===== config.mk =====
export PLATFORM = sky130hd
export DESIGN_NAME = button_event_timestamper
export DESIGN_NICKNAME = d
export VERILOG_FILES = /design/src/rtl/core/bte_pkg.sv /design/src/rtl/core/bte_ram.sv /design/src/rtl/core/bte_opq.sv /design/src/rtl/core/bte_front.sv /design/src/rtl/core/bte_back.sv /design/src/rtl/core/button_event_timestamper.sv
export SDC_FILE = /design/constraint.sdc
export NUM_CORES = 2
export LEC_CHECK = 0
export ABC_AREA = 1
export ABC_CLOCK_PERIOD_IN_PS = 4750
export BUFFER_PORTS_ARGS = -buffer_cell sky130_fd_sc_hd__buf_2
export CAP_MARGIN = 25
export CORE_ASPECT_RATIO = 1.25
export CORE_MARGIN = 10
export CORE_UTILIZATION = 55
export CTS_CLUSTER_SIZE = 40
export DETAILED_ROUTE_END_ITERATION = 6
export PLACE_DENSITY = 0.81
export SYNTH_ARGS = -nofsm -noshare
export SYNTH_HDL_FRONTEND = slang
export SYNTH_SLANG_ARGS = --single-unit

===== constraint.sdc =====
create_clock -name clock -period 4.75 [get_ports clock]
set_clock_uncertainty 0.2 [all_clocks]
set_input_delay 0.7125 -clock clock [delete_from_list [all_inputs] [get_ports clock]]
set_output_delay 0.7125 -clock clock [all_outputs]
set_load 0.01 [all_outputs]

===== src/rtl/core/bte_pkg.sv =====
`default_nettype none
package bte_pkg;

   localparam int PIN_W  = 5;
   localparam int WORD_W = 32;
   localparam int KIND_W = 2;
   localparam int CSR_IDX_W = 2;
   localparam int OPQ_DEPTH = 4;
   localparam int OPQ_PTR_W = 2;

   // register indexes of the csr port
   localparam logic [CSR_IDX_W-1:0] CSR_ENABLE     = 2'd0;
   localparam logic [CSR_IDX_W-1:0] CSR_ACTIVE_LOW = 2'd1;
   localparam logic [CSR_IDX_W-1:0] CSR_REPORT     = 2'd2;

   // event kinds on the response channel
   localparam logic [KIND_W-1:0] KIND_PRESS   = 2'd0;
   localparam logic [KIND_W-1:0] KIND_RELEASE = 2'd1;
   localparam logic [KIND_W-1:0] KIND_HELD    = 2'd2;

   typedef enum logic [2:0] {
      OP_PRESS,
      OP_RELEASE,
      OP_STORE,
      OP_HELD,
      OP_END
   } op_kind_type;

   typedef struct packed {
      op_kind_type       kind;
      logic [PIN_W-1:0]  pin;
      logic [WORD_W-1:0] tick;
   } op_type;

   typedef struct packed {
      logic [WORD_W-1:0] enable;
      logic [WORD_W-1:0] active_low;
      logic [WORD_W-1:0] report;
   } cfg_type;

   typedef enum logic [1:0] {
      FE_IDLE,
      FE_WALK,
      FE_END
   } fe_state_type;

   typedef enum logic [1:0] {
      BK_IDLE,
      BK_READ,
      BK_EMIT
   } bk_state_type;

endpackage
`default_nettype wire


===== src/rtl/core/bte_ram.sv =====
`default_nettype none
module bte_ram #(
   parameter int WIDTH = 32,
   parameter int DEPTH = 32
) (
   input  wire                                   clock,
   input  wire                                   wr_en,
   input  wire  [(DEPTH > 1 ? $clog2(DEPTH) : 1)-1:0] wr_addr,
   input  wire  [WIDTH-1:0]                      wr_data,
   input  wire                                   rd_en,
   input  wire  [(DEPTH > 1 ? $clog2(DEPTH) : 1)-1:0] rd_addr,
   output logic [WIDTH-1:0]                      rd_data
);
   logic [WIDTH-1:0] mem_ff [DEPTH];
   logic [WIDTH-1:0] rdata_ff;

   always_ff @(posedge clock) begin
      if (wr_en) begin
         mem_ff[wr_addr] <= wr_data;
      end
      if (rd_en) begin
         rdata_ff <= mem_ff[rd_addr];
      end
   end

   assign rd_data = rdata_ff;
endmodule
`default_nettype wire


===== src/rtl/core/bte_opq.sv =====
`default_nettype none
module bte_opq (
   input  wire             clock,
   input  wire             reset,
   input  wire             push,
   input  bte_pkg::op_type push_op,
   output logic            full,
   input  wire             pop,
   output bte_pkg::op_type pop_op,
   output logic            empty
);
   import bte_pkg::*;

   op_type                 slot_ff [OPQ_DEPTH];
   logic [OPQ_PTR_W-1:0]   wr_ptr_ff, wr_ptr_in;
   logic [OPQ_PTR_W-1:0]   rd_ptr_ff, rd_ptr_in;
   logic [OPQ_PTR_W:0]     count_ff, count_in;
   logic                   do_push, do_pop;

   assign full    = (count_ff == (OPQ_PTR_W+1)'(OPQ_DEPTH));
   assign empty   = (count_ff == '0);
   assign do_push = push && !full;
   assign do_pop  = pop && !empty;
   assign pop_op  = slot_ff[rd_ptr_ff];

   always_comb begin
      wr_ptr_in = do_push ? wr_ptr_ff + 1'b1 : wr_ptr_ff;
      rd_ptr_in = do_pop ? rd_ptr_ff + 1'b1 : rd_ptr_ff;
      count_in  = count_ff;
      if (do_push && !do_pop) begin
         count_in = count_ff + 1'b1;
      end else if (do_pop && !do_push) begin
         count_in = count_ff - 1'b1;
      end
   end

   always_ff @(posedge clock) begin
      if (reset) begin
         wr_ptr_ff <= '0;
         rd_ptr_ff <= '0;
         count_ff  <= '0;
      end else begin
         wr_ptr_ff <= wr_ptr_in;
         rd_ptr_ff <= rd_ptr_in;
         count_ff  <= count_in;
      end
      if (do_push) begin
         slot_ff[wr_ptr_ff] <= push_op;
      end
   end
endmodule
`default_nettype wire


===== src/rtl/core/bte_front.sv =====
`default_nettype none
module bte_front #(
   parameter int NUM_PINS = 32
) (
   input  wire              clock,
   input  wire              reset,
   input  bte_pkg::cfg_type cfg,
   input  wire              req_push,
   output logic             req_full,
   input  wire  [31:0]      req_changed_pins,
   input  wire  [31:0]      req_pin_levels,
   input  wire  [31:0]      req_tick_now,
   output logic             opq_push,
   output bte_pkg::op_type  opq_op,
   input  wire              opq_full
);
   import bte_pkg::*;

   localparam logic [PIN_W-1:0] LAST_PIN = PIN_W'(NUM_PINS - 1);

   fe_state_type      state_ff, state_in;
   logic [PIN_W-1:0]  pin_ff, pin_in;
   logic [WORD_W-1:0] hits_ff, hits_in;
   logic [WORD_W-1:0] levels_ff, levels_in;
   logic [WORD_W-1:0] tick_ff, tick_in;
   logic              accept, hit, released, advance;

   assign req_full = (state_ff != FE_IDLE);
   assign accept   = req_push && !req_full;
   assign hit      = hits_ff[pin_ff];
   assign released = (levels_ff[pin_ff] == cfg.active_low[pin_ff]);

   // next state
   always_comb begin
      state_in = state_ff;
      case (state_ff)
         FE_IDLE: begin
            if (accept) state_in = FE_WALK;
         end
         FE_WALK: begin
            if (advance && pin_ff == LAST_PIN) state_in = FE_END;
         end
         FE_END: begin
            if (!opq_full) state_in = FE_IDLE;
         end
         default: state_in = FE_IDLE;
      endcase
   end

   // outputs
   always_comb begin
      advance       = 1'b0;
      opq_push      = 1'b0;
      opq_op.pin    = pin_ff;
      opq_op.tick   = tick_ff;
      opq_op.kind   = OP_END;
      case (state_ff)
         FE_WALK: begin
            opq_push = hit;
            advance  = !hit || !opq_full;
            if (cfg.report[pin_ff]) begin
               opq_op.kind = released ? OP_HELD : OP_STORE;
            end else begin
               opq_op.kind = released ? OP_RELEASE : OP_PRESS;
            end
         end
         FE_END: begin
            opq_push = 1'b1;
         end
         default: begin
            opq_push = 1'b0;
         end
      endcase
   end

   always_comb begin
      pin_in    = pin_ff;
      hits_in   = hits_ff;
      levels_in = levels_ff;
      tick_in   = tick_ff;
      if (accept) begin
         pin_in    = '0;
         hits_in   = req_changed_pins & cfg.enable;
         levels_in = req_pin_levels;
         tick_in   = req_tick_now;
      end else if (advance && pin_ff != LAST_PIN) begin
         pin_in = pin_ff + 1'b1;
      end
   end

   always_ff @(posedge clock) begin
      if (reset) begin
         state_ff <= FE_IDLE;
      end else begin
         state_ff <= state_in;
      end
      pin_ff    <= pin_in;
      hits_ff   <= hits_in;
      levels_ff <= levels_in;
      tick_ff   <= tick_in;
   end
endmodule
`default_nettype wire


===== src/rtl/core/bte_back.sv =====
`default_nettype none
module bte_back #(
   parameter int NUM_PINS = 32
) (
   input  wire             clock,
   input  wire             reset,
   input  wire             opq_empty,
   input  bte_pkg::op_type opq_op,
   output logic            opq_pop,
   output logic            rsp_empty,
   input  wire             rsp_pop,
   output logic [4:0]      rsp_button_index,
   output logic [1:0]      rsp_event_kind,
   output logic [31:0]     rsp_event_time,
   output logic            rsp_last_event
);
   import bte_pkg::*;

   localparam int IDX_W = (NUM_PINS > 1) ? $clog2(NUM_PINS) : 1;

   bk_state_type      state_ff, state_in;
   logic [NUM_PINS-1:0] seen_ff;
   logic [PIN_W-1:0]  cur_pin_ff;
   logic [WORD_W-1:0] cur_tick_ff;
   logic              cand_end_ff;
   logic [PIN_W-1:0]  cand_pin_ff;
   logic [KIND_W-1:0] cand_kind_ff;
   logic [WORD_W-1:0] cand_time_ff;
   logic              pend_valid_ff;
   logic [PIN_W-1:0]  pend_pin_ff;
   logic [KIND_W-1:0] pend_kind_ff;
   logic [WORD_W-1:0] pend_time_ff;
   logic              out_valid_ff;
   logic [PIN_W-1:0]  out_pin_ff;
   logic [KIND_W-1:0] out_kind_ff;
   logic [WORD_W-1:0] out_time_ff;
   logic              out_last_ff;
   logic [IDX_W-1:0]  op_addr;
   logic [WORD_W-1:0] ram_rdata;
   logic              ram_we, ram_re, slot_free, take_op, take_read, commit, move_out;

   assign op_addr   = opq_op.pin[IDX_W-1:0];
   assign slot_free = !out_valid_ff || rsp_pop;

   bte_ram #(
      .WIDTH (WORD_W),
      .DEPTH (NUM_PINS)
   ) u_press_ram (
      .clock   (clock),
      .wr_en   (ram_we),
      .wr_addr (op_addr),
      .wr_data (opq_op.tick),
      .rd_en   (ram_re),
      .rd_addr (op_addr),
      .rd_data (ram_rdata)
   );

   // next state
   always_comb begin
      state_in = state_ff;
      case (state_ff)
         BK_IDLE: begin
            if (!opq_empty) begin
               if (opq_op.kind inside {OP_PRESS, OP_RELEASE, OP_END}) begin
                  state_in = BK_EMIT;
               end else if (opq_op.kind == OP_HELD && seen_ff[op_addr]) begin
                  state_in = BK_READ;
               end
            end
         end
         BK_READ: begin
            // a press stored at tick zero reads as no press
            state_in = (ram_rdata != '0) ? BK_EMIT : BK_IDLE;
         end
         BK_EMIT: begin
            if (!pend_valid_ff || slot_free) state_in = BK_IDLE;
         end
         default: state_in = BK_IDLE;
      endcase
   end

   // outputs
   always_comb begin
      opq_pop   = 1'b0;
      ram_we    = 1'b0;
      ram_re    = 1'b0;
      take_op   = 1'b0;
      take_read = 1'b0;
      commit    = 1'b0;
      case (state_ff)
         BK_IDLE: begin
            opq_pop = !opq_empty;
            ram_we  = !opq_empty && opq_op.kind == OP_STORE;
            ram_re  = !opq_empty && opq_op.kind == OP_HELD && seen_ff[op_addr];
            take_op = !opq_empty && (opq_op.kind inside {OP_PRESS, OP_RELEASE, OP_END});
         end
         BK_READ: begin
            take_read = (ram_rdata != '0);
         end
         BK_EMIT: begin
            commit = !pend_valid_ff || slot_free;
         end
         default: begin
            opq_pop = 1'b0;
         end
      endcase
   end

   // the held result goes out once the next one, or the end of the request, is known
   assign move_out = commit && pend_valid_ff;

   always_ff @(posedge clock) begin
      if (reset) begin
         state_ff      <= BK_IDLE;
         seen_ff       <= '0;
         pend_valid_ff <= 1'b0;
         out_valid_ff  <= 1'b0;
      end else begin
         state_ff <= state_in;
         if (ram_we) begin
            seen_ff[op_addr] <= 1'b1;
         end
         if (commit) begin
            pend_valid_ff <= !cand_end_ff;
         end
         if (move_out) begin
            out_valid_ff <= 1'b1;
         end else if (rsp_pop) begin
            out_valid_ff <= 1'b0;
         end
      end
      if (ram_re) begin
         cur_pin_ff  <= opq_op.pin;
         cur_tick_ff <= opq_op.tick;
      end
      if (take_op) begin
         cand_end_ff  <= (opq_op.kind == OP_END);
         cand_pin_ff  <= opq_op.pin;
         cand_kind_ff <= (opq_op.kind == OP_RELEASE) ? KIND_RELEASE : KIND_PRESS;
         cand_time_ff <= opq_op.tick;
      end else if (take_read) begin
         cand_end_ff  <= 1'b0;
         cand_pin_ff  <= cur_pin_ff;
         cand_kind_ff <= KIND_HELD;
         cand_time_ff <= cur_tick_ff - ram_rdata;
      end
      if (commit && !cand_end_ff) begin
         pend_pin_ff  <= cand_pin_ff;
         pend_kind_ff <= cand_kind_ff;
         pend_time_ff <= cand_time_ff;
      end
      if (move_out) begin
         out_pin_ff  <= pend_pin_ff;
         out_kind_ff <= pend_kind_ff;
         out_time_ff <= pend_time_ff;
         out_last_ff <= cand_end_ff;
      end
   end

   assign rsp_empty        = !out_valid_ff;
   assign rsp_button_index = out_pin_ff;
   assign rsp_event_kind   = out_kind_ff;
   assign rsp_event_time   = out_time_ff;
   assign rsp_last_event   = out_last_ff;
endmodule
`default_nettype wire


===== src/rtl/core/button_event_timestamper.sv =====
`default_nettype none
// channel  | direction | handshake           | payload
// req      | in        | req_push / req_full | changed_pins, pin_levels, tick_now
// rsp      | out       | rsp_pop / rsp_empty | button_index, event_kind, event_time, last_event
// csr      | in        | csr_valid/csr_ready | csr_index, csr_data
//
// the front walks NUM_PINS pins one per cycle, a full op queue stalls it at a pin with an op, and
// it takes no new request before all pins are walked and the end op is pushed
// a press or release passes back end idle, emit; a duration idle, press memory read, emit
// reset clears the valid bits of the press memory at once, no clearing pass
// a stalled rsp side backs up through the op queue into the front
module button_event_timestamper #(
   parameter int NUM_PINS = 32
) (
   input  wire         clock,
   input  wire         reset,
   input  wire         req_push,
   output logic        req_full,
   input  wire  [31:0] req_changed_pins,
   input  wire  [31:0] req_pin_levels,
   input  wire  [31:0] req_tick_now,
   output logic        rsp_empty,
   input  wire         rsp_pop,
   output logic [4:0]  rsp_button_index,
   output logic [1:0]  rsp_event_kind,
   output logic [31:0] rsp_event_time,
   output logic        rsp_last_event,
   input  wire         csr_valid,
   output logic        csr_ready,
   input  wire  [bte_pkg::CSR_IDX_W-1:0] csr_index,
   input  wire  [31:0] csr_data
);
   import bte_pkg::*;

   cfg_type cfg_ff, cfg_in;
   op_type  push_op, pop_op;
   logic    opq_push, opq_full, opq_pop, opq_empty;

   assign csr_ready = 1'b1;

   always_comb begin
      cfg_in = cfg_ff;
      if (csr_valid) begin
         case (csr_index)
            CSR_ENABLE:     cfg_in.enable     = csr_data;
            CSR_ACTIVE_LOW: cfg_in.active_low = csr_data;
            CSR_REPORT:     cfg_in.report     = csr_data;
            default:        cfg_in = cfg_ff;
         endcase
      end
   end

   always_ff @(posedge clock) begin
      if (reset) begin
         cfg_ff <= '0;
      end else begin
         cfg_ff <= cfg_in;
      end
   end

   bte_front #(
      .NUM_PINS (NUM_PINS)
   ) u_front (
      .clock            (clock),
      .reset            (reset),
      .cfg              (cfg_ff),
      .req_push         (req_push),
      .req_full         (req_full),
      .req_changed_pins (req_changed_pins),
      .req_pin_levels   (req_pin_levels),
      .req_tick_now     (req_tick_now),
      .opq_push         (opq_push),
      .opq_op           (push_op),
      .opq_full         (opq_full)
   );

   bte_opq u_opq (
      .clock   (clock),
      .reset   (reset),
      .push    (opq_push),
      .push_op (push_op),
      .full    (opq_full),
      .pop     (opq_pop),
      .pop_op  (pop_op),
      .empty   (opq_empty)
   );

   bte_back #(
      .NUM_PINS (NUM_PINS)
   ) u_back (
      .clock            (clock),
      .reset            (reset),
      .opq_empty        (opq_empty),
      .opq_op           (pop_op),
      .opq_pop          (opq_pop),
      .rsp_empty        (rsp_empty),
      .rsp_pop          (rsp_pop),
      .rsp_button_index (rsp_button_index),
      .rsp_event_kind   (rsp_event_kind),
      .rsp_event_time   (rsp_event_time),
      .rsp_last_event   (rsp_last_event)
   );
endmodule
`default_nettype wire

==> results.sh <==
export IMPL_numPortBuffers=176
export IMPL_peakVddDrop_uv=844.6
export IMPL_gp_congestion=0.9181
export IMPL_synth_adder_area_share_pct=0.9133
export IMPL_clkTransAtPathRegs_ps=60
export IMPL_cts_buffer_depth=3
export IMPL_crit_top_cell="nand2_1"
export IMPL_start_util_pct=55.22
export IMPL_routed_via_density=5.969
export IMPL_vias=43150
export IMPL_netlist_area_leader_share_pct=69.65
export IMPL_max_stage_delay_ps=650
export IMPL_syn_num_nets=5445
export IMPL_yosysWarnings=0
export IMPL_synth_top_family_by_area="simple AND/OR/NAND/NOR gates"
export IMPL_setup_worst_path_start_class="flip-flop"
export IMPL_synth_compound_area_share_pct=4.065
export IMPL_slew_headroom_pct=26.61
export IMPL_syn_area_per_cell_um2=12.02
export IMPL_crit_path_top_delay_cell="inv_8"
export IMPL_drive_gt1_share_pct=11.62
export IMPL_synth_most_common_cell="nand2_1"
export IMPL_syn_area_um2=63290
export IMPL_crit_required_ps=5120
export IMPL_final_setup_tns_ps=0
export IMPL_grt_usage_pct=26.18
export IMPL_use_met2_pct=44.00
export IMPL_ys_ff_latch=1616
export IMPL_dpl_cell_area_um2=66830
export IMPL_hpwl_um=98830
export IMPL_worstSkewPairLatency_ps=790
export IMPL_status="complete, no violations"
export IMPL_rrSetupSlack_ps=820
export IMPL_design_core_area_um2=114600
export IMPL_tritoncts="done"
export IMPL_die_h_um=399.3
export IMPL_die_w_um=323.4
export IMPL_grt_pass1_wl_um=254400
export IMPL_period_share_pct=82.69
export IMPL_yosysTopAreaCell="edfxtp_1"
export IMPL_htreeDepth=4
export IMPL_synthTopCellsByArea="edfxtp_1 (70%), nand2_1 (11%), dfxtp_1 (4.7%)"
export IMPL_nFillCells=7721
export IMPL_grt_busiest_layer="met2"
export IMPL_end_kind="flip-flop"
export IMPL_critPathArrivalTime_ps=4300
export IMPL_cts_sinks=1616
export IMPL_drv_slew=0
export IMPL_synth_xor_xnor_area_share_pct=0.2076
export IMPL_synthSimpleGateAreaFrac_pct=17.04
export IMPL_routedWlPerCell_um=23.70
export IMPL_synth_edf_count=1468
export IMPL_hold_viol=0
export IMPL_cts_root_buf="clkbuf_16"
export IMPL_fp_dieArea_um2=129100
export IMPL_cellPowerDensity_nw_per_um2=651.4
export IMPL_rows=139
export IMPL_synth_seq_area_share_pct=74.33
export IMPL_largest_reg_flops=1024
export IMPL_fmaxAchievable_mhz=254.6
export IMPL_grt_max_degree=118
export IMPL_tightest_slew_ps=1101
export IMPL_rsz0062_at_grt="no"
export IMPL_synthFlopType="edfxtp_1"
export IMPL_met3_usage_pct=5.789
export IMPL_synthMuxAreaShare_pct=0
export IMPL_ant_nets=0
export IMPL_drt_first_pass_iters=6
export IMPL_ys_types=45
export IMPL_post_route_drc_count=0
export IMPL_synthArstFlopShare_pct=0
export IMPL_use_met1_pct=31.18
export IMPL_area_growth_pct=15.26
export IMPL_p_leak_nw=26.53
export IMPL_finalInstanceArea_um2=72950
export IMPL_hold_class="input port to flip-flop"
export IMPL_post_cts_resized=0
export IMPL_cap_violations=0
export IMPL_cts_buffers=149
export IMPL_worst_path_max_fanout=117
export IMPL_layout_nets=5803
export IMPL_grt_pass1_vias=43140
export IMPL_antenna_found_initial=7
export IMPL_fin_total_pwr_mw=47.52
export IMPL_wirelength_um=171300
export IMPL_worstSetupPathType="flip-flop to flip-flop"
export IMPL_setup_viol=0
export IMPL_grt_overflow=0
export IMPL_period_minus_slack_ps=3928
export IMPL_ys_top_cells_by_count="nand2_1 (1805), edfxtp_1 (1468), nor2_1 (409), o21ai_0 (276), nand4_1 (264)"
export IMPL_first_iter_violations=5826
export IMPL_worstPathCellList="inv_4 > nand2_1 > nand3_1 > nand2_2 > inv_2 > nand2_2 > inv_8 > buf_4 > nand2_1 > nand4_1 > nand2_1 > nand2_1 > nor2_1 > nand2_1"
export IMPL_regMostFlops="u_back.u_press_ram.mem_ff"
export IMPL_synthCells=5265
export IMPL_io_pins=178
export IMPL_top_regs="u_back.u_press_ram.mem_ff x1024, u_opq.slot_ff x160, cfg_ff x96"
==> final timing paths <==
| kind | end | from | cells past startpoint |
|---|---|---|---|
| hold reg to reg | u_back.rsp_button_index[0]$_DFFE_PP_ | u_back.pend_pin_ff[0]$_DFFE_PP_ | 0 |
| setup / recovery | u_back.u_press_ram.rd_data[12]$_DFFE_PP_ | flip-flop | 14 |
| hold / removal | cfg_ff[82]$_SDFFE_PP0P_ | csr_data[18] | 3 |
| setup reg to reg | u_back.u_press_ram.rd_data[12]$_DFFE_PP_ | flip-flop | 14 |
==> final cells by class <==
| class | count | area (µm²) | share of cell area, % |
|---|---|---|---|
| multi-input combinational | 3147 | 14360 | 19.68 |
| inverter | 273 | 1055 | 1.446 |
| clock buffer | 199 | 4068 | 5.576 |
| sequential | 1616 | 47050 | 64.49 |
| clock inverter | 77 | 855.8 | 1.173 |
| antenna | 1 | 2.502 | 0.003430 |
| timing repair buffer | 436 | 3711 | 5.087 |
| tap | 1480 | 1852 | 2.538 |
==> critical path, delay by kind of cell, from the launching register on <==
family | cells | cell delay (ps)
buf+inv | 4 | 1600
flops | 1 | 410
simple gates | 10 | 1380
==> logic make-up (layout without fill, tap and decap cells) <==
family          after synthesis  in the layout
flops                      1616           1616
compound gates              474            474
buf+inv                     502            985
fa+ha+maj                    45             45
simple gates               2612           2612
xor+xnor                     15             15
other cells                   1              2
==> cells in the final DEF (no fill, tap or decap), types with 5 or more instances in the layout <==
cell type      count
clkbuf_16        150
o22ai_2           27
o22ai_1           11
nor4_1            10
nor2_1           404
inv_2             42
o21ai_0          276
inv_6              7
clkbuf_8          13
edfxtp_1        1468
dfxtp_1          146
xnor2_1            9
nor3_1             7
a31oi_1           15
clkbuf_1          36
buf_4            105
nand3_1           88
bufinv_16         13
nand2_1         1804
xor2_1             6
inv_1            225
dlygate4sd3_1    106
a21o_1             5
nand4_1          264
clkinv_2          25
o211ai_1           9
nor2_4            12
nand2_2            5
buf_12            44
clkinv_1          19
ha_1              43
a21oi_1           99
o21bai_1           9
buf_2            176
o22ai_4            5
==> report_power, final <==
| group | switching, mW | internal, mW | leakage [nW] |
|---|---|---|---|
| Sequential | 0.408 | 19.1 | 14.5 |
| Clock | 5.22 | 6.80 | 2.41 |
| Combinational | 11.9 | 4.08 | 9.64 |
| Total | 17.6 | 30.0 | 26.5 |
==> timing repair <==
| item | in CTS | in global routing |
|---|---|---|
| endpoints found under the setup margin | 0 | 0 |
| hold endpoints to repair | 107 | 0 |
| hold buffers | 106 | 0 |
| setup buffers | 0 | 0 |
==> per-layer routing <==
metal	vias up	share of wire (%)
li1	18970	-
met1	20500	33
met2	3019	49
met3	655	12
met4	2	5.9
met5	-	0.0064
==> through the flow <==
step                setup slack, ps  hold WS, ps  std cells  util, %
finish                        822.3        36.33       7229    63.65
global route                  641.2        26.01       7228    63.65
CTS                            1016        1.786       7221    63.53
detailed placement             1074        204.5       6839    58.31
global placement               1096        200.4       6836    58.25
floorplan                      1020        200.3       5265        -
No activity file was read; power rests on OpenSTA's default activity.
